**config.mk**
```make
export PLATFORM = sky130hd
export DESIGN_NAME = light_sensor_auto_dimmer_top
export DESIGN_NICKNAME = d
export VERILOG_FILES = /design/src/sv/lsad_pkg.sv /design/src/sv/lsad_div.sv /design/src/sv/lsad_ctrl.sv /design/src/sv/lsad_dpath.sv /design/src/sv/light_sensor_auto_dimmer_top.sv
export SDC_FILE = /design/constraint.sdc
export NUM_CORES = 2
export LEC_CHECK = 0
export BUFFER_PORTS_ARGS = -buffer_cell sky130_fd_sc_hd__buf_2
export CAP_MARGIN = 20
export CORE_UTILIZATION = 45
export DETAILED_ROUTE_END_ITERATION = 7
export GPL_TIMING_DRIVEN = 1
export PLACE_DENSITY = 0.72
export SLEW_MARGIN = 20
export SYNTH_ARGS = -nofsm -noshare
export SYNTH_HDL_FRONTEND = slang
export SYNTH_SLANG_ARGS = --single-unit
```
**constraint.sdc**
```tcl
create_clock -name clk -period 10.8 [get_ports clk]
set_clock_uncertainty 0.1 [all_clocks]
set_input_delay 1.62 -clock clk [delete_from_list [all_inputs] [get_ports clk]]
set_output_delay 1.62 -clock clk [all_outputs]
set_load 0.01 [all_outputs]
```
**src/sv/lsad_pkg.sv**
```systemverilog
// Shared types, codes and constants of the light sensor auto dimmer.
package lsad_pkg;

  localparam int SAMPLE_BITS_DEF = 12;
  localparam int DUTY_BITS_DEF   = 8;

  localparam int FRAC_BITS = 8;
  localparam int WEIGHT_W  = 9;
  localparam int LEVEL_CFG_W = 16;
  localparam int LIMIT_W   = 12;
  localparam int CFG_W     = 16;
  localparam int CFG_IDX_W = 3;
  localparam int OP_W      = 2;
  localparam int FAULT_W   = 2;

  localparam logic [WEIGHT_W-1:0] WEIGHT_ONE = 9'd256;

  localparam logic [WEIGHT_W-1:0]    FILTER_WEIGHT_RST = 9'd26;
  localparam logic [LEVEL_CFG_W-1:0] DEAD_BAND_RST     = 16'd1280;
  localparam logic [LEVEL_CFG_W-1:0] SLEW_STEP_RST     = 16'd512;
  localparam logic [LIMIT_W-1:0]     MIN_SPAN_RST      = 12'd200;
  localparam logic [LIMIT_W-1:0]     SHORT_LIMIT_RST   = 12'd10;
  localparam logic [LIMIT_W-1:0]     OPEN_LIMIT_RST    = 12'd4090;

  localparam logic [CFG_IDX_W-1:0] REG_FILTER_WEIGHT = 3'd0;
  localparam logic [CFG_IDX_W-1:0] REG_DEAD_BAND     = 3'd1;
  localparam logic [CFG_IDX_W-1:0] REG_SLEW_STEP     = 3'd2;
  localparam logic [CFG_IDX_W-1:0] REG_MIN_SPAN      = 3'd3;
  localparam logic [CFG_IDX_W-1:0] REG_SHORT_LIMIT   = 3'd4;
  localparam logic [CFG_IDX_W-1:0] REG_OPEN_LIMIT    = 3'd5;

  typedef enum logic [OP_W-1:0] {
    OP_CAL      = 2'd0,
    OP_END_CAL  = 2'd1,
    OP_REGULATE = 2'd2,
    OP_HOLD     = 2'd3
  } op_t;

  typedef enum logic [FAULT_W-1:0] {
    FAULT_NONE  = 2'd0,
    FAULT_SHORT = 2'd1,
    FAULT_OPEN  = 2'd2
  } fault_t;

  typedef enum logic [3:0] {
    ST_IDLE,
    ST_DECODE,
    ST_SUM,
    ST_CLAMP,
    ST_NUMER,
    ST_DIV,
    ST_TARGET,
    ST_RAMP,
    ST_EMIT
  } state_t;

  typedef struct packed {
    logic load_in;
    logic decode;
    logic sum;
    logic clamp;
    logic div_start;
    logic target;
    logic ramp;
    logic load_out;
  } cmd_t;

  typedef struct packed {
    logic regulate_go;
    logic div_last;
  } status_t;

endpackage

```
**src/sv/lsad_div.sv**
```systemverilog
// Restoring serial divider, one quotient bit per cycle.
module lsad_div import lsad_pkg::*; #(
  parameter int DEN_W = SAMPLE_BITS_DEF,
  parameter int QUO_W = DUTY_BITS_DEF + FRAC_BITS,
  localparam int NUM_W = DEN_W + QUO_W
) (
  input  logic             clk,
  input  logic             rst_n,
  input  logic             start,
  input  logic [NUM_W-1:0] num,
  input  logic [DEN_W-1:0] den,
  output logic [QUO_W-1:0] quo,
  output logic             last
);

  localparam int CNT_W = $clog2(QUO_W + 1);

  logic [DEN_W-1:0] rem_r, rem_nxt, den_r;
  logic [QUO_W-1:0] shq_r, shq_nxt;
  logic [CNT_W-1:0] cnt_r;
  logic             busy_r;
  logic [DEN_W:0]   trial, trial_diff;
  logic             ge;

  // The upper numerator part is below the divisor, so the quotient fits QUO_W bits.
  always_comb begin
    trial      = {rem_r, shq_r[QUO_W-1]};
    trial_diff = trial - {1'b0, den_r};
    ge         = trial >= {1'b0, den_r};
    rem_nxt    = ge ? trial_diff[DEN_W-1:0] : trial[DEN_W-1:0];
    shq_nxt    = {shq_r[QUO_W-2:0], ge};
  end

  always_ff @(posedge clk) begin
    if (!rst_n) begin
      busy_r <= 1'b0;
      cnt_r  <= '0;
    end else if (start) begin
      busy_r <= 1'b1;
      cnt_r  <= CNT_W'(QUO_W);
    end else if (busy_r) begin
      cnt_r <= cnt_r - CNT_W'(1);
      if (cnt_r == CNT_W'(1)) begin
        busy_r <= 1'b0;
      end
    end
  end

  always_ff @(posedge clk) begin
    if (start) begin
      rem_r <= num[NUM_W-1:QUO_W];
      shq_r <= num[QUO_W-1:0];
      den_r <= den;
    end else if (busy_r) begin
      rem_r <= rem_nxt;
      shq_r <= shq_nxt;
    end
  end

  assign quo  = shq_r;
  assign last = busy_r && (cnt_r == CNT_W'(1));

endmodule

```
**src/sv/lsad_ctrl.sv**
```systemverilog
// Sequencing state machine and handshake control of the dimmer.
module lsad_ctrl import lsad_pkg::*; (
  input  logic    clk,
  input  logic    rst_n,
  input  logic    in_tvalid,
  output logic    in_tready,
  output logic    out_tvalid,
  input  logic    out_tready,
  input  status_t status,
  output cmd_t    cmd
);

  state_t state_r, state_nxt;
  logic   out_valid_r, out_valid_nxt;

  always_ff @(posedge clk) begin
    if (!rst_n) begin
      state_r     <= ST_IDLE;
      out_valid_r <= 1'b0;
    end else begin
      state_r     <= state_nxt;
      out_valid_r <= out_valid_nxt;
    end
  end

  always_comb begin
    state_nxt = state_r;
    cmd       = '0;
    in_tready = 1'b0;
    unique case (state_r)
      ST_IDLE: begin
        in_tready = 1'b1;
        if (in_tvalid) begin
          cmd.load_in = 1'b1;
          state_nxt   = ST_DECODE;
        end
      end
      ST_DECODE: begin
        cmd.decode = 1'b1;
        state_nxt  = status.regulate_go ? ST_SUM : ST_EMIT;
      end
      ST_SUM: begin
        cmd.sum   = 1'b1;
        state_nxt = ST_CLAMP;
      end
      ST_CLAMP: begin
        cmd.clamp = 1'b1;
        state_nxt = ST_NUMER;
      end
      ST_NUMER: begin
        cmd.div_start = 1'b1;
        state_nxt     = ST_DIV;
      end
      ST_DIV: begin
        if (status.div_last) begin
          state_nxt = ST_TARGET;
        end
      end
      ST_TARGET: begin
        cmd.target = 1'b1;
        state_nxt  = ST_RAMP;
      end
      ST_RAMP: begin
        cmd.ramp  = 1'b1;
        state_nxt = ST_EMIT;
      end
      ST_EMIT: begin
        if (!out_valid_r || out_tready) begin
          cmd.load_out = 1'b1;
          state_nxt    = ST_IDLE;
        end
      end
      default: begin
        state_nxt = ST_IDLE;
      end
    endcase

    if (cmd.load_out) begin
      out_valid_nxt = 1'b1;
    end else if (out_tready) begin
      out_valid_nxt = 1'b0;
    end else begin
      out_valid_nxt = out_valid_r;
    end
  end

  assign out_tvalid = out_valid_r;

endmodule

```
**src/sv/lsad_dpath.sv**
```systemverilog
// Datapath: configuration, calibration range, filter, mapping, target and ramp.
module lsad_dpath import lsad_pkg::*; #(
  parameter int SAMPLE_BITS = SAMPLE_BITS_DEF,
  parameter int DUTY_BITS   = DUTY_BITS_DEF,
  localparam int IN_DW  = ((SAMPLE_BITS + 7) / 8) * 8,
  localparam int OUT_DW = ((DUTY_BITS + SAMPLE_BITS + 7) / 8) * 8,
  localparam int OUT_UW = FAULT_W + 1
) (
  input  logic                 clk,
  input  logic                 rst_n,
  input  cmd_t                 cmd,
  output status_t              status,
  input  logic                 cfg_wen,
  input  logic [CFG_IDX_W-1:0] cfg_addr,
  input  logic [CFG_W-1:0]     cfg_wdata,
  input  logic [IN_DW-1:0]     in_tdata,
  input  logic [OP_W-1:0]      in_tuser,
  output logic [OUT_DW-1:0]    out_tdata,
  output logic [OUT_UW-1:0]    out_tuser
);

  localparam int SB    = SAMPLE_BITS;
  localparam int DB    = DUTY_BITS;
  localparam int SMW   = SB + FRAC_BITS;
  localparam int LVW   = DB + FRAC_BITS;
  localparam int NW    = SMW + DB;
  localparam int CMPW  = (SB > LIMIT_W) ? SB : LIMIT_W;
  localparam int RW    = ((LVW > LEVEL_CFG_W) ? LVW : LEVEL_CFG_W) + 1;
  localparam int PNW   = SB + WEIGHT_W;
  localparam int POW   = SMW + WEIGHT_W;
  localparam int SUMW  = SMW + WEIGHT_W + 1;

  // Configuration registers.
  logic [WEIGHT_W-1:0]    filter_weight_r;
  logic [LEVEL_CFG_W-1:0] dead_band_r, slew_step_r;
  logic [LIMIT_W-1:0]     min_span_r, short_limit_r, open_limit_r;

  // Block state.
  logic [SMW-1:0] smoothed_r;
  logic [LVW-1:0] target_r, ramped_r;
  logic [SB-1:0]  range_low_r, range_high_r;
  logic           range_ready_r;
  fault_t         fault_r;
  logic           dflt_r;

  // Per-transaction working registers.
  op_t             op_r;
  logic [SB-1:0]   sample_r;
  logic [PNW-1:0]  prod_new_r;
  logic [POW-1:0]  prod_old_r;
  logic [SMW-1:0]  clamp_r;
  logic            full_r;
  logic [OUT_DW-1:0] out_data_r, out_data_nxt;
  logic [OUT_UW-1:0] out_user_r, out_user_nxt;

  fault_t            fault_now;
  logic [SB-1:0]     span;
  logic              span_bad;
  logic [WEIGHT_W-1:0] w_new, w_old;
  logic [SUMW-1:0]   sum;
  logic [SMW-1:0]    smoothed_nxt;
  logic [SB-1:0]     lo_sel, hi_sel, den;
  logic [SMW-1:0]    lo_s, hi_s, clamp_lo, clamp_nxt, numer_x;
  logic [NW-1:0]     num;
  logic [LVW-1:0]    quo, cand, diff, ramped_nxt;
  logic [RW-1:0]     ramp_ext, tgt_ext, slew_ext, ramp_up, ramp_gap, ramp_down;
  logic              div_last;

  always_ff @(posedge clk) begin
    if (!rst_n) begin
      filter_weight_r <= FILTER_WEIGHT_RST;
      dead_band_r     <= DEAD_BAND_RST;
      slew_step_r     <= SLEW_STEP_RST;
      min_span_r      <= MIN_SPAN_RST;
      short_limit_r   <= SHORT_LIMIT_RST;
      open_limit_r    <= OPEN_LIMIT_RST;
    end else if (cfg_wen) begin
      unique case (cfg_addr)
        REG_FILTER_WEIGHT: filter_weight_r <= cfg_wdata[WEIGHT_W-1:0];
        REG_DEAD_BAND:     dead_band_r     <= cfg_wdata[LEVEL_CFG_W-1:0];
        REG_SLEW_STEP:     slew_step_r     <= cfg_wdata[LEVEL_CFG_W-1:0];
        REG_MIN_SPAN:      min_span_r      <= cfg_wdata[LIMIT_W-1:0];
        REG_SHORT_LIMIT:   short_limit_r   <= cfg_wdata[LIMIT_W-1:0];
        REG_OPEN_LIMIT:    open_limit_r    <= cfg_wdata[LIMIT_W-1:0];
        default: ;
      endcase
    end
  end

  always_comb begin
    // Fault limits; the short fault wins when both are hit.
    if (CMPW'(sample_r) <= CMPW'(short_limit_r)) begin
      fault_now = FAULT_SHORT;
    end else if (CMPW'(sample_r) >= CMPW'(open_limit_r)) begin
      fault_now = FAULT_OPEN;
    end else begin
      fault_now = FAULT_NONE;
    end

    span     = range_high_r - range_low_r;
    span_bad = (range_high_r < range_low_r) || (CMPW'(span) < CMPW'(min_span_r));

    w_new = (filter_weight_r > WEIGHT_ONE) ? WEIGHT_ONE : filter_weight_r;
    w_old = WEIGHT_ONE - w_new;

    sum          = SUMW'({prod_new_r, {FRAC_BITS{1'b0}}}) + SUMW'(prod_old_r);
    smoothed_nxt = sum[SMW+FRAC_BITS-1:FRAC_BITS];

    // Before the range is ready, regulation uses the full sample range.
    lo_sel    = range_ready_r ? range_low_r  : '0;
    hi_sel    = range_ready_r ? range_high_r : '1;
    lo_s      = {lo_sel, {FRAC_BITS{1'b0}}};
    hi_s      = {hi_sel, {FRAC_BITS{1'b0}}};
    clamp_lo  = (smoothed_r < lo_s) ? lo_s : smoothed_r;
    clamp_nxt = (clamp_lo > hi_s) ? hi_s : clamp_lo;

    // Inverse map numerator times full duty, as a shift and a subtract.
    numer_x = hi_s - clamp_r;
    num     = {numer_x, {DB{1'b0}}} - NW'(numer_x);
    den     = hi_sel - lo_sel;

    cand = full_r ? {{DB{1'b1}}, {FRAC_BITS{1'b0}}} : quo;
    diff = (cand > target_r) ? (cand - target_r) : (target_r - cand);

    ramp_ext  = RW'(ramped_r);
    tgt_ext   = RW'(target_r);
    slew_ext  = RW'(slew_step_r);
    ramp_up   = ramp_ext + slew_ext;
    ramp_gap  = ramp_ext - tgt_ext;
    ramp_down = ramp_ext - slew_ext;
    if (ramped_r < target_r) begin
      ramped_nxt = (ramp_up > tgt_ext) ? target_r : ramp_up[LVW-1:0];
    end else if (ramped_r > target_r) begin
      ramped_nxt = (ramp_gap > slew_ext) ? ramp_down[LVW-1:0] : target_r;
    end else begin
      ramped_nxt = ramped_r;
    end

    out_data_nxt = '0;
    out_data_nxt[DB-1:0] = (fault_r != FAULT_NONE) ? '0 : ramped_r[LVW-1:FRAC_BITS];
    out_data_nxt[DB+SB-1:DB] = smoothed_r[SMW-1:FRAC_BITS];
    out_user_nxt = {dflt_r, fault_r};
  end

  always_ff @(posedge clk) begin
    if (!rst_n) begin
      smoothed_r    <= '0;
      target_r      <= '0;
      ramped_r      <= '0;
      range_low_r   <= '1;
      range_high_r  <= '0;
      range_ready_r <= 1'b0;
      fault_r       <= FAULT_NONE;
      dflt_r        <= 1'b0;
    end else begin
      if (cmd.decode) begin
        fault_r <= (op_r == OP_REGULATE) ? fault_now : FAULT_NONE;
        dflt_r  <= (op_r == OP_END_CAL) && span_bad;
        unique case (op_r)
          OP_CAL: begin
            if (sample_r < range_low_r) begin
              range_low_r <= sample_r;
            end
            if (sample_r > range_high_r) begin
              range_high_r <= sample_r;
            end
          end
          OP_END_CAL: begin
            if (span_bad) begin
              range_low_r  <= '0;
              range_high_r <= '1;
            end
            range_ready_r <= 1'b1;
            smoothed_r    <= {sample_r, {FRAC_BITS{1'b0}}};
          end
          default: ;
        endcase
      end
      if (cmd.sum) begin
        smoothed_r <= smoothed_nxt;
      end
      if (cmd.target && (RW'(diff) > RW'(dead_band_r))) begin
        target_r <= cand;
      end
      if (cmd.ramp) begin
        ramped_r <= ramped_nxt;
      end
    end
  end

  always_ff @(posedge clk) begin
    if (cmd.load_in) begin
      op_r     <= op_t'(in_tuser);
      sample_r <= in_tdata[SB-1:0];
    end
    // Both filter products are formed here; they are used only on regulation.
    if (cmd.decode) begin
      prod_new_r <= PNW'(w_new) * PNW'(sample_r);
      prod_old_r <= POW'(w_old) * POW'(smoothed_r);
    end
    if (cmd.clamp) begin
      clamp_r <= clamp_nxt;
      full_r  <= (hi_sel <= lo_sel);
    end
    if (cmd.load_out) begin
      out_data_r <= out_data_nxt;
      out_user_r <= out_user_nxt;
    end
  end

  lsad_div #(
    .DEN_W (SB),
    .QUO_W (LVW)
  ) u_div (
    .clk   (clk),
    .rst_n (rst_n),
    .start (cmd.div_start),
    .num   (num),
    .den   (den),
    .quo   (quo),
    .last  (div_last)
  );

  assign status.regulate_go = (op_r == OP_REGULATE) && (fault_now == FAULT_NONE);
  assign status.div_last    = div_last;
  assign out_tdata          = out_data_r;
  assign out_tuser          = out_user_r;

endmodule

```
**src/sv/light_sensor_auto_dimmer_top.sv**
```systemverilog
// Top level of the light sensor auto dimmer: controller, datapath and ports.
//
//   Channel  Direction  Carries
//   in_      slave      tuser = op, tdata = sample
//   out_     master     tuser = fault_code, used_default_range;
//                       tdata = duty, filtered_level
//   cfg_     write      wen, addr = register index, wdata = value
//
// A regulate transaction steps from acceptance through decode, filter sum,
// clamp, numerator, the serial divider of the inverse range map (one quotient
// bit per cycle, the longest step), target, ramp and emit before the next
// acceptance. Calibration, hold and faulted ones skip from decode to emit.
// Reset is synchronous and active low; it loads the register defaults and
// empties the output register.
// A stalled result sits in the output register while the next input
// transaction is already taken and worked on; that one waits only at its end.
module light_sensor_auto_dimmer_top import lsad_pkg::*; #(
  parameter int SAMPLE_BITS = SAMPLE_BITS_DEF,
  parameter int DUTY_BITS   = DUTY_BITS_DEF,
  localparam int IN_DW  = ((SAMPLE_BITS + 7) / 8) * 8,
  localparam int OUT_DW = ((DUTY_BITS + SAMPLE_BITS + 7) / 8) * 8,
  localparam int OUT_UW = FAULT_W + 1
) (
  input  logic                 clk,
  input  logic                 rst_n,
  // Input transactions.
  input  logic                 in_tvalid,
  output logic                 in_tready,
  input  logic [IN_DW-1:0]     in_tdata,   // sample, zero padded
  input  logic [OP_W-1:0]      in_tuser,   // op
  // Result transactions.
  output logic                 out_tvalid,
  input  logic                 out_tready,
  output logic [OUT_DW-1:0]    out_tdata,  // duty, filtered_level, zero padded
  output logic [OUT_UW-1:0]    out_tuser,  // fault_code, used_default_range
  // Register writes, for the user only while the block is idle; not enforced.
  input  logic                 cfg_wen,
  input  logic [CFG_IDX_W-1:0] cfg_addr,
  input  logic [CFG_W-1:0]     cfg_wdata
);

  cmd_t    cmd;
  status_t status;

  // The controller steps one transaction through the datapath at a time and
  // owns both handshakes; the datapath only reacts to its commands.
  lsad_ctrl u_ctrl (
    .clk        (clk),
    .rst_n      (rst_n),
    .in_tvalid  (in_tvalid),
    .in_tready  (in_tready),
    .out_tvalid (out_tvalid),
    .out_tready (out_tready),
    .status     (status),
    .cmd        (cmd)
  );

  // The datapath holds the registers, the filter, the range map with its
  // divider, the dead band gate, the slew ramp and the output register.
  lsad_dpath #(
    .SAMPLE_BITS (SAMPLE_BITS),
    .DUTY_BITS   (DUTY_BITS)
  ) u_dpath (
    .clk       (clk),
    .rst_n     (rst_n),
    .cmd       (cmd),
    .status    (status),
    .cfg_wen   (cfg_wen),
    .cfg_addr  (cfg_addr),
    .cfg_wdata (cfg_wdata),
    .in_tdata  (in_tdata),
    .in_tuser  (in_tuser),
    .out_tdata (out_tdata),
    .out_tuser (out_tuser)
  );

endmodule

```
==> results by group <==
Run status
  • Outcome: finished, final reports clean

Synthesis
  • Post-synth ARST share: 0%
  • Post-synth top cells: nand2_1 (487), inv_1 (471), ha_1 (371)
  • Synth Instances: 3607
  • Distinct cells, synth: 81
  • Number of flops mapped to enable cells by yosys: 138
  • Synthesized area: 30800 um^2
  • Synth Register Bits: 306
  • Syn_area_per_cell: 8.54 um^2
  • Top cells by area, synth: ha_1 (15%), edfxtp_1 (13%), fa_1 (13%), dfxtp_1 (11%), nand2_1 (5.9%)
  • Top FF cell, synth: dfxtp_1
  • Dominant cell type by area after synthesis: ha_1
  • Yosys top cell area share: 15.1%
  • Post-synthesis sequential area ratio: 24.4%
  • Most common cell in the netlist: nand2_1
  • Yosys warns: 0

Timing
  • Setup TNS: 0 ps
  • Slew Limit Fails: 0
  • Fin crit period: 7520 ps
  • Tightest Pin Transition: 1130 ps
  • F_max: 133 MHz
  • Final setup violation count: 0
  • RSZ-0062 raised after global routing: false
  • Final worst-path cycle share: 69.6%
  • Hold Violations, Final: 0
  • Max-slew headroom: 24.6%

Detailed routing
  • Starting DRT DRC Count: 1756
  • DRC Markers: 0
  • Drt total wl: 79000 um
  • TritonRoute pass-1 iters: 5
  • Antenna-violating nets left: 0
  • WL per Instance: 17.6 um
  • Vias: 24800
  • Avg Vias per Cell: 5.54

Floorplan
  • Core Region: 67400 um^2
  • Starting density of the core: 45.7%
  • IO Count: 71
  • Die area: 69500 um^2
  • Chip height: 264 um
  • Die width: 264 um
  • Site Rows: 95

Global route
  • Largest net degree at the start of global routing: 86
  • Total track usage: 22.9%
  • First-pass GRT wire length: 129000 um
  • Vias in the first global route: 24700
  • Antenna violations before repair: 0
  • GR Overflow Total: 0

Cells and area
  • Area occupied by registers: 7510 um^2
  • Layout Nets: 4195
  • Ant diodes: 0
  • Fillcell total: 6253
  • Area added between synthesis and finish: 7.50%
  • Share of layout cells above drive strength 1: 6.32%
  • Multi-input gate area: 20900 um^2
  • Post-route cell area: 33100 um^2

Job
  • Max-cap violations: 0

Critical path
  • CP max FO: 24
  • Worst path slowest cell: dfxtp_1
  • CP required: 11020 ps
  • Kind of critical path: register to register
  • Nature of the critical path endpoint: register
  • Crit-path most repeated cell: ha_1
  • Max incr delay on CP: 890 ps
  • R2R cell count: 20
  • Arr. time, crit path: 7740 ps
  • Worst setup SP type: register
  • CP cell instances: nor2b_2 > inv_1 > ha_1 > nand2_1 > xor2_2 > and2_1 > fa_1 > ha_1 > ha_1 > fa_1 > ha_1 > or3b_2 > or4_1 > a21oi_1 > o31ai_1 > o22ai_1 > o21a_1 > a211o_1 > a21oi_1 > xnor2_1

CTS
  • CTS Root Cell: clkbuf_16
  • CTS tree: built
  • CTS clk-pin slew, worst paths: 60 ps
  • Post-CTS setup buffer count: 0
  • Num Clock Sinks: 306
  • Max H-tree Level: 2
  • CTS Buffer Depth: 3
  • Later-pin clock latency in the skew report: 580 ps
  • Hold Buf Count CTS: 0
  • CTS resizes: 0
  • TritonCTS buffer count: 38

Pwr
  • Worst vdd ir: 0.146 mV
  • Lkg Pwr: 0.0152 uW
  • Pwr/cell area: 120 nW/um^2

Hold path
  • Worst Hold Path Cells: 2
  • Hold Path Class: register to register

Place
  • Routability cong.: 0.932
  • Post-DP HPWL: 59100 um
  • Post-DP Area: 31800 um^2
  • I/O Buffers: 62
[layout by cell type, fill, tap and decap left out, types with 11 or more instances in the layout]
| cell | instances |
|---|---|
| a211oi_1 | 29 |
| a21o_1 | 64 |
| a21oi_1 | 224 |
| a221o_1 | 14 |
| a31oi_1 | 22 |
| and2_1 | 148 |
| and3_1 | 22 |
| buf_2 | 62 |
| buf_4 | 34 |
| clkbuf_16 | 38 |
| dfxtp_1 | 168 |
| edfxtp_1 | 138 |
| fa_1 | 204 |
| ha_1 | 371 |
| inv_1 | 469 |
| mux2_2 | 16 |
| mux2i_1 | 24 |
| nand2_1 | 487 |
| nand2b_1 | 55 |
| nand3_1 | 54 |
| nand4_1 | 37 |
| nor2_1 | 184 |
| nor2b_1 | 49 |
| nor3_1 | 51 |
| nor4_1 | 13 |
| o211ai_1 | 36 |
| o21a_1 | 39 |
| o21ai_0 | 126 |
| o21bai_1 | 20 |
| o221a_2 | 12 |
| o22ai_1 | 12 |
| o31ai_1 | 11 |
| or2_2 | 13 |
| or3_1 | 18 |
| xnor2_1 | 114 |
| xor2_1 | 51 |
[metal layers]
metal / share of wire [%] / wire length (um) / vias to the layer above / global-route usage, %
met2: 47 / 37500 / 613 / 38.9
met5: 0 / 0 / - / 0
li1: - / - / 12100 / -
met4: 3.0 / 2400 / 0 / 7.87
met1: 44 / 35000 / 12000 / 29.9
met3: 5.2 / 4100 / 150 / 2.91
[cell families (layout without fill, tap and decap cells)]
group | Yosys count | count (layout) | share of synthesized area [%]
AOI/OAI and AO/OA | 713 | 713 | 15.2
and+or+nand+nor | 1165 | 1165 | 18.0
adders and majority gates | 575 | 575 | 28.3
muxes | 40 | 40 | 1.37
buffers and inverters | 640 | 638 | 7.93
DFF | 306 | 306 | 24.4
other | 1 | 4 | 0.0122
xor gates and xnor gates | 167 | 167 | 4.75
[power breakdown]
part           total (uW)  internal, uW  switching, uW
logic                1270           532            742
clock network        1290           750            542
registers            1400          1310           83.9
[stage by stage]
stage / setup WS (ps) / power, uW / hold WS [ps] / utilization (%) / instances
after floorplan: 4890 / 2370 / 309 / - / 3610
after global placement: 3470 / 2650 / 338 / 47.2 / 4410
after detailed placement: 3310 / 2680 / 347 / 47.2 / 4410
after CTS: 3280 / 3990 / 356 / 49.1 / 4480
after global routing: 2910 / 4210 / 370 / 49.1 / 4481
final: 3280 / 3960 / 352 / 49.1 / 4481
[layout make-up]
type / instances / share of cell area (%)
sequential: 306 / 22.7
timing repair buffer: 97 / 1.74
inverter: 471 / 5.35
clock buffer: 49 / 3.09
clock inverter: 21 / 0.658
multi-input combinational: 2664 / 63.2
tap: 873 / 3.30
[critical path, delay by kind of cell (launching register included)]
family	cells	cell delay [ps]
AOI/OAI and AO/OA	6	1340
and+or+nand+nor	5	1610
DFF	1	890
buffers and inverters	1	250
xor gates and xnor gates	2	950
adders and majority gates	6	2120
[registers in the layout, indices dropped and copies added, names as in the netlist, 5 cells and up]
register	flops
u_dpath.clamp_r	20
u_dpath.out_tdata	20
u_dpath.prod_new_r	20
u_dpath.prod_old_r	20
u_dpath.smoothed_r	20
u_dpath.dead_band_r	16
u_dpath.ramped_r	16
u_dpath.slew_step_r	16
u_dpath.target_r	16
u_dpath.u_div.quo	16
u_dpath.min_span_r	12
u_dpath.open_limit_r	12
u_dpath.range_high_r	12
u_dpath.range_low_r	12
u_dpath.sample_r	12
u_dpath.short_limit_r	12
u_dpath.u_div.den_r	12
u_dpath.u_div.rem_r	12
u_dpath.filter_weight_r	9
u_dpath.u_div.cnt_r	5
[worst paths after layout]
path	to	slack [ps]	start
hold / removal	u_dpath.short_limit_r[8]	350	u_dpath.short_limit_r[8]
setup reg to reg	u_dpath.prod_old_r[27]	3280	u_dpath.filter_weight_r[8]
hold reg to reg	u_dpath.short_limit_r[8]	350	u_dpath.short_limit_r[8]
setup / recovery	u_dpath.prod_old_r[27]	3280	u_dpath.filter_weight_r[8]
No activity file was read; power rests on OpenSTA's default activity.
